`src/rtl/svrp_pkg.sv`:
```
`timescale 1ns / 1ps

package svrp_pkg;

   // Default build of the voice.
   localparam int DEF_MAX_FRAMES      = 65536;
   localparam int DEF_SAMPLE_BITS     = 16;
   localparam int DEF_PHASE_FRAC_BITS = 16;

   // Operation codes carried in the request tuser.
   localparam logic [1:0] OP_WRITE = 2'd0;
   localparam logic [1:0] OP_START = 2'd1;
   localparam logic [1:0] OP_STOP  = 2'd2;
   localparam logic [1:0] OP_TICK  = 2'd3;

   // Configuration register indexes.
   localparam int CSR_ADDR_W = 3;
   localparam int CSR_DATA_W = 32;
   localparam logic [CSR_ADDR_W-1:0] CSR_PHASE_STEP    = 3'd0;
   localparam logic [CSR_ADDR_W-1:0] CSR_GAIN          = 3'd1;
   localparam logic [CSR_ADDR_W-1:0] CSR_FADE_IN_STEP  = 3'd2;
   localparam logic [CSR_ADDR_W-1:0] CSR_FADE_OUT_STEP = 3'd3;
   localparam logic [CSR_ADDR_W-1:0] CSR_FRAME_COUNT   = 3'd4;
   localparam logic [CSR_ADDR_W-1:0] CSR_MAX_PLAY      = 3'd5;
   localparam logic [CSR_ADDR_W-1:0] CSR_STEREO        = 3'd6;

   // Stream payload widths.
   localparam int REQ_USER_W = 2;
   localparam int REQ_DATA_W = 80;
   localparam int RSP_DATA_W = 40;

   // Envelope unity level, Q1.15.
   localparam logic [15:0] LEVEL_UNITY = 16'h8000;

   // Commands from the sequencer to the datapath.
   typedef struct packed {
      logic capture;
      logic mem_write;
      logic voice_start;
      logic voice_stop;
      logic tick_eval;
      logic interp_en;
      logic scale_en;
      logic out_load;
   } svrp_cmd_type;

   // Status from the datapath to the sequencer.
   typedef struct packed {
      logic [1:0] op;
      logic       out_free;
   } svrp_status_type;

   // A fade step of zero behaves as one, anything above unity as unity.
   function automatic logic [15:0] clamp_step(input logic [15:0] step);
      logic [15:0] res;
      res = step;
      if (step == 16'd0) begin
         res = 16'd1;
      end else if (step > LEVEL_UNITY) begin
         res = LEVEL_UNITY;
      end
      return res;
   endfunction

endpackage

```
`src/rtl/svrp_ctrl.sv`:
```
`timescale 1ns / 1ps

module svrp_ctrl (
   input  logic                        clock,
   input  logic                        reset,
   input  logic                        req_tvalid,
   output logic                        req_tready,
   input  svrp_pkg::svrp_status_type   status,
   output svrp_pkg::svrp_cmd_type      cmd
);
   import svrp_pkg::*;

   localparam logic [2:0] S_IDLE   = 3'd0;
   localparam logic [2:0] S_DECODE = 3'd1;
   localparam logic [2:0] S_INTERP = 3'd2;
   localparam logic [2:0] S_SCALE  = 3'd3;
   localparam logic [2:0] S_SUM    = 3'd4;

   logic [2:0] state_ff;
   logic [2:0] state_in;

   // One item at a time: a new transaction is taken only from idle.
   assign req_tready = (state_ff == S_IDLE);

   // Sequencing of the datapath steps for each operation.
   always_comb begin
      cmd      = '0;
      state_in = state_ff;
      case (state_ff)
         S_IDLE: begin
            if (req_tvalid) begin
               cmd.capture = 1'b1;
               state_in    = S_DECODE;
            end
         end
         S_DECODE: begin
            case (status.op)
               OP_WRITE: begin
                  cmd.mem_write = 1'b1;
                  state_in      = S_IDLE;
               end
               OP_START: begin
                  cmd.voice_start = 1'b1;
                  state_in        = S_IDLE;
               end
               OP_STOP: begin
                  cmd.voice_stop = 1'b1;
                  state_in       = S_IDLE;
               end
               OP_TICK: begin
                  cmd.tick_eval = 1'b1;
                  state_in      = S_INTERP;
               end
               default: begin
                  state_in = S_IDLE;
               end
            endcase
         end
         S_INTERP: begin
            cmd.interp_en = 1'b1;
            state_in      = S_SCALE;
         end
         S_SCALE: begin
            cmd.scale_en = 1'b1;
            state_in     = S_SUM;
         end
         S_SUM: begin
            // Wait here while the previous result is still unclaimed.
            if (status.out_free) begin
               cmd.out_load = 1'b1;
               state_in     = S_IDLE;
            end
         end
         default: begin
            state_in = S_IDLE;
         end
      endcase
   end

   always_ff @(posedge clock) begin
      if (reset) begin
         state_ff <= S_IDLE;
      end else begin
         state_ff <= state_in;
      end
   end

endmodule

```
`config.mk`:
```
export PLATFORM = sky130hd
export DESIGN_NAME = svrp_ctrl
export DESIGN_NICKNAME = d
export VERILOG_FILES = /design/src/rtl/svrp_pkg.sv /design/src/rtl/svrp_ctrl.sv
export SDC_FILE = /design/constraint.sdc
export NUM_CORES = 1
export LEC_CHECK = 0
export BUFFER_PORTS_ARGS = -buffer_cell sky130_fd_sc_hd__clkbuf_2
export CELL_PAD_IN_SITES_DETAIL_PLACEMENT = 1
export CELL_PAD_IN_SITES_GLOBAL_PLACEMENT = 1
export CORE_AREA = 4 4 41 43
export DETAILED_ROUTE_END_ITERATION = 12
export DIE_AREA = 0 0 45 47
export PLACE_DENSITY = 0.6
export RECOVER_POWER = 50
export SKIP_CTS_REPAIR_TIMING = 1
export SYNTH_ARGS = -nofsm -noshare
export SYNTH_HDL_FRONTEND = slang
export SYNTH_SLANG_ARGS = --single-unit
```
`constraint.sdc`:
```
create_clock -name clock -period 1 [get_ports clock]
set_input_delay 0.05 -clock clock [delete_from_list [all_inputs] [get_ports clock]]
set_output_delay 0.05 -clock clock [all_outputs]
set_load 0.01 [all_outputs]
```
==> results of run 1 <==
cells by family (layout without fill, tap and decap cells):
logic type      count (synthesis)  count (layout)
buf+inv                         2              23
mux                             1               1
flops                           3               3
compound gates                  3               3
simple gates                   14              14
routing by layer:
metal / track usage, % / wire length (um)
met5: 0 / 0
met1: 7.69 / 271
met3: 6.51 / 110
met4: 0 / 0
met2: 11.9 / 303
final cells by class:
| class | instances | area [um2] | area share [%] |
|---|---|---|---|
| Multi-Input combinational cell | 18 | 169 | 42.3 |
| Timing Repair Buffer | 18 | 110 | 27.6 |
| Sequential cell | 3 | 71.3 | 17.9 |
| Clock buffer | 4 | 26.3 | 6.58 |
| Tap cell | 15 | 18.8 | 4.70 |
| Inverter | 1 | 3.75 | 0.940 |
cells in the mapped netlist:
| cell | n | share of area (%) |
|---|---|---|
| and2_1 | 1 | 3.2 |
| and3b_2 | 1 | 5.1 |
| a31oi_1 | 1 | 3.2 |
| and4_1 | 1 | 4.5 |
| dfxtp_1 | 3 | 31 |
| o21a_1 | 1 | 3.8 |
| buf_6 | 1 | 5.7 |
| nor3b_1 | 3 | 11 |
| and3_2 | 1 | 3.8 |
| nor3b_2 | 1 | 6.4 |
| a21oi_1 | 1 | 2.5 |
| mux2i_1 | 1 | 5.1 |
| nand2_1 | 1 | 1.9 |
| nor3_1 | 2 | 5.1 |
| inv_1 | 1 | 1.9 |
| nor2_1 | 3 | 5.7 |
power by group through the flow:
stage / Sequential [mW] / Combinational, mW / Clock, mW
after global routing: 0.135 / 0.0983 / 0.241
after floorplan: 0.134 / 0.0351 / 0
final: 0.132 / 0.0889 / 0.215
after global placement: 0.135 / 0.0733 / 0
after CTS: 0.132 / 0.0754 / 0.224
after detailed placement: 0.135 / 0.0745 / 0
critical path: cells and delay by family, from the launching register on:
kind	cells	cell delay, ns
AND/OR/NAND/NOR	2	0.36
flip-flops	1	0.36
buffers and inverters	1	0.12
final timing paths:
check	startpoint	endpoint	cells after the start
min reg2reg	state_ff[0]$_SDFFE_PP0P_	state_ff[0]$_SDFFE_PP0P_	2
max	state_ff[1]$_SDFFE_PP0P_	cmd[0]	3
min	reset	state_ff[2]$_SDFFE_PP0P_	2
max reg2reg	state_ff[2]$_SDFFE_PP0P_	state_ff[0]$_SDFFE_PP0P_	4
metrics by stage:
stage	instance area, um2	TNS (ns)
floorplan	206	0
finish	399	-0.983
global route	399	-1.69
detailed placement	307	-0.0500
CTS	333	-2.04
global placement	307	-0.0943
==> run_results.csv, run 1 <==
group,metric,value,unit
synthesis,synth_xor_area_share,0,%
cts,clock_sinks,3,
sta,finalHoldWorstSlack,0.00723,ns
synthesis,synth_seq_cells,3,
detailed_routing,wl_per_cell,11.6,um
pwr,p_int,0.316,mW
pwr,seq_power_share,30.3,%
finish,final_util,30.7,%
cts,cts_tree,"built",
setup_path,reg2reg_slack,-0.05,ns
floorplan,die_area,2120,um2
floorplan,coreArea,1300,um2
cts,numCtsBuffers,3,
detailed_routing,drtAntennaViolNets,0,
finish,largest_reg_flops,3,
pwr,p_sw,0.120,mW
cts,cts-htree-levels,1,
global_routing,grt_antenna_before_repair,0,
global_routing,grt_pass1_wl,1080,um
run_status,status,"complete, but fails checks",
global_routing,grt_max_degree,8,
sta,max_freq,879,MHz
synthesis,synth_top_family_by_area,"simple AND/OR/NAND/NOR gates",
setup_path,critical_path_class,"reg -> out",
sta,finalHoldViolCount,0,
cts,cts.path.max_buffers,2,
pwr,combPwrFrac,20.4,%
setup_path,crit_arrival,1.09,ns
detailed_routing,drt-total-wl,685,um
global_routing,grt_pass1_vias,263,
finish,final_layout_size_suffix_gt1_share,81.8,%
floorplan,die_w,45,um
floorplan,rows,13,
pwr,ir_drop,0.819,mV
finish,layout_common_cells,"buf_2, clkbuf_2, nor3b_2",
synthesis,synth_fa_ha_area_share,0,%
pwr,p_sw_share,27.5,%
synthesis,synth_compound_area_share,9.55,%
synthesis,synth_cells,23,
pwr,p_leak,0.193,nW
cts,clk_pin_slew,0.04,ns
detailed_routing,drc_errors,0,
synthesis,synth_simple_gate_area_share,47.1,%
finish,fin_cells,59,
detailed_routing,drtIter0Drc,1,
global_routing,grt_usage,7.33,%
setup_path,required,0.95,ns
synthesis,synthMuxAreaShare,5.10,%
floorplan,io_pins,15,
detailed_routing,avgViaCountPerCell,4.54,
pwr,powerDensity,1090,nW/um2
setup_path,path_max_fanout,5,
synthesis,syn_nets,29,
floorplan,start_util,15.1,%
sta,fin_ws,-0.137,ns
finish,layout_commonest_cell,"buf_2",
cts,clk_latency,0.23,ns
sta,period_needed,1.14,ns
global_routing,grt-ovfl-total,0,
detailed_routing,vias,268,
synthesis,ys_types,16,
sta,finalClockSkew,0.00240,ns
sta,worstMarginPinSlew,0.162,ns
finish,antenna_cells,0,
detailed_routing,drt_pre_antenna_iters,2,
place,pre_cts_ws,-0.0322,ns
place,dp.cells,54,
synthesis,avgSynthCellArea,8.54,um2
setup_path,start_kind,"flop",
synthesis,yosys_warnings,0,
sta,rsz0062_at_grt,"true",
pwr,power_frac_clock,49.3,%
finish,syn_to_final_growth,103,%
sta,slew_headroom,88.9,%
finish,fill_cells,171,
sta,layout_worst_path_cycle_share,114,%
place,finalWeightedCongestion,0.712,
setup_path,cp_cell_sequence,"nor2_2, and3_2, clkbuf_2",
finish,largest_registers,"state_ff x3",
floorplan,die_h,47,um
cts,root_buffer,"clkbuf_4",
sta,slew_viol_final,0,
setup_path,max_stage_delay,0.36,ns
finish,regMostFlops,"state_ff",
pwr,total_power,0.436,mW
synthesis,seq_area_frac_synth,30.6,%
synthesis,synthesis.area,196,um2
place,io_buffers,14,
run_status,violations,"negative setup slack",
finish,final_net_count,51,
sta,finalSetupViolations,10,
run,cap_violations,0,
worst_hold_path,hold_path.class,"in -> reg",
setup_path,cp_slowest_cell,"dfxtp_4",
setup_path,endpoint_kind,"output port",
(Power assumes the default switching activity.)
==> run 2: changes to the inputs <==
clock period = 1.23 ns   (was 1 ns; I/O delays follow)
==> run_results.csv, run 2 (synthesis results as in run 1) <==
group,metric,value,unit
detailed_routing,drc_errors,0,
cts,cts-htree-levels,1,
cts,cts.path.max_buffers,2,
finish,antenna_cells,0,
floorplan,die_h,47,um
detailed_routing,drt-total-wl,623,um
place,finalWeightedCongestion,0.670,
setup_path,crit_arrival,1.09,ns
place,io_buffers,14,
floorplan,coreArea,1300,um2
sta,worstMarginPinSlew,0.184,ns
sta,rsz0062_at_grt,"true",
setup_path,critical_path_class,"reg -> out",
finish,syn_to_final_growth,79.0,%
floorplan,die_w,45,um
sta,slew_headroom,87.7,%
detailed_routing,drtIter0Drc,2,
cts,clk_latency,0.23,ns
global_routing,grt_max_degree,9,
cts,cts_tree,"built",
sta,slew_viol_final,0,
global_routing,grt_pass1_wl,986,um
pwr,powerDensity,951,nW/um2
cts,root_buffer,"clkbuf_4",
global_routing,grt_pass1_vias,252,
finish,layout_common_cells,"clkbuf_2, nor3b_2, clkbuf_4",
floorplan,io_pins,15,
sta,period_needed,1.15,ns
finish,largest_registers,"state_ff x3",
detailed_routing,drt_pre_antenna_iters,2,
finish,layout_commonest_cell,"clkbuf_2",
finish,final_layout_size_suffix_gt1_share,73.8,%
worst_hold_path,hold_path.class,"in -> reg",
detailed_routing,wl_per_cell,10.9,um
floorplan,die_area,2120,um2
setup_path,endpoint_kind,"output port",
cts,numCtsBuffers,3,
cts,clk_pin_slew,0.04,ns
setup_path,path_max_fanout,6,
floorplan,rows,13,
finish,largest_reg_flops,3,
finish,final_util,27.0,%
run,cap_violations,0,
setup_path,required,1.17,ns
pwr,ir_drop,0.251,mV
sta,max_freq,871,MHz
detailed_routing,avgViaCountPerCell,4.44,
floorplan,start_util,15.1,%
global_routing,grt_antenna_before_repair,0,
run_status,status,"completed",
detailed_routing,vias,253,
setup_path,start_kind,"flop",
pwr,p_leak,0.174,nW
sta,layout_worst_path_cycle_share,93.3,%
global_routing,grt_usage,6.70,%
global_routing,grt-ovfl-total,0,
cts,clock_sinks,3,
sta,finalSetupViolations,0,
finish,final_area,352,um2
place,placed_area,274,um2
detailed_routing,drtAntennaViolNets,0,
finish,regMostFlops,"state_ff",
sta,finalHoldViolCount,0,
finish,final_net_count,49,
sta,finalClockSkew,0.00157,ns
run 2: worst paths after layout:
check / start / to / slack [ns] / cells past startpoint
max: state_ff[2]$_SDFFE_PP0P_ / cmd[6] / 0.08 / 4
min: reset / state_ff[2]$_SDFFE_PP0P_ / 0.006 / 2
max reg2reg: state_ff[2]$_SDFFE_PP0P_ / state_ff[0]$_SDFFE_PP0P_ / 0.17 / 4
min reg2reg: state_ff[0]$_SDFFE_PP0P_ / state_ff[0]$_SDFFE_PP0P_ / 0.51 / 1
run 2: metrics by stage:
| stage | power (mW) | instances | hold slack (ns) | setup WS (ns) | TNS (ns) |
|---|---|---|---|---|---|
| 2_1_floorplan | 0.135 | 23 | 0.134 | 0.198 | 0 |
| 3_3_place_gp | 0.162 | 51 | 0.260 | 0.173 | 0 |
| 3_5_place_dp | 0.163 | 51 | 0.255 | 0.172 | 0 |
| 4_1_cts | 0.341 | 55 | 0.00699 | -0.0635 | -0.150 |
| 5_1_grt | 0.364 | 57 | 0.00655 | -0.0260 | -0.0446 |
| 6_report | 0.334 | 57 | 0.00600 | 0.0818 | 0 |
run 2: where the power goes:
group,switching (mW),internal [mW],leakage [nW]
logic,0.0299,0.0274,0.133
registers,0.00861,0.101,0.0260
clock network,0.0467,0.121,0.0150
run 2: critical path, stage by stage (launching register included):
cell and delay (ns):
dfxtp_4 0.36, nor2_4 0.12, nand2_2 0.08, nor3_1 0.13, clkbuf_2 0.16
run 2: area by class of cell:
class | count | area [um2]
timing repair buffer | 16 | 85.1
clock buffer | 4 | 26.3
sequential | 3 | 66.3
tap | 15 | 18.8
fill | 174 | 950
inverter | 1 | 3.75
multi-input combinational | 18 | 151
run 2: metal layers:
layer | track usage [%] | vias up | routed length, um
li1 | - | 120 | -
met1 | 8.37 | 118 | 264
met2 | 7.63 | 15 | 272
met3 | 4.60 | 0 | 85
met4 | 5.26 | 0 | 0
met5 | 0 | - | 0
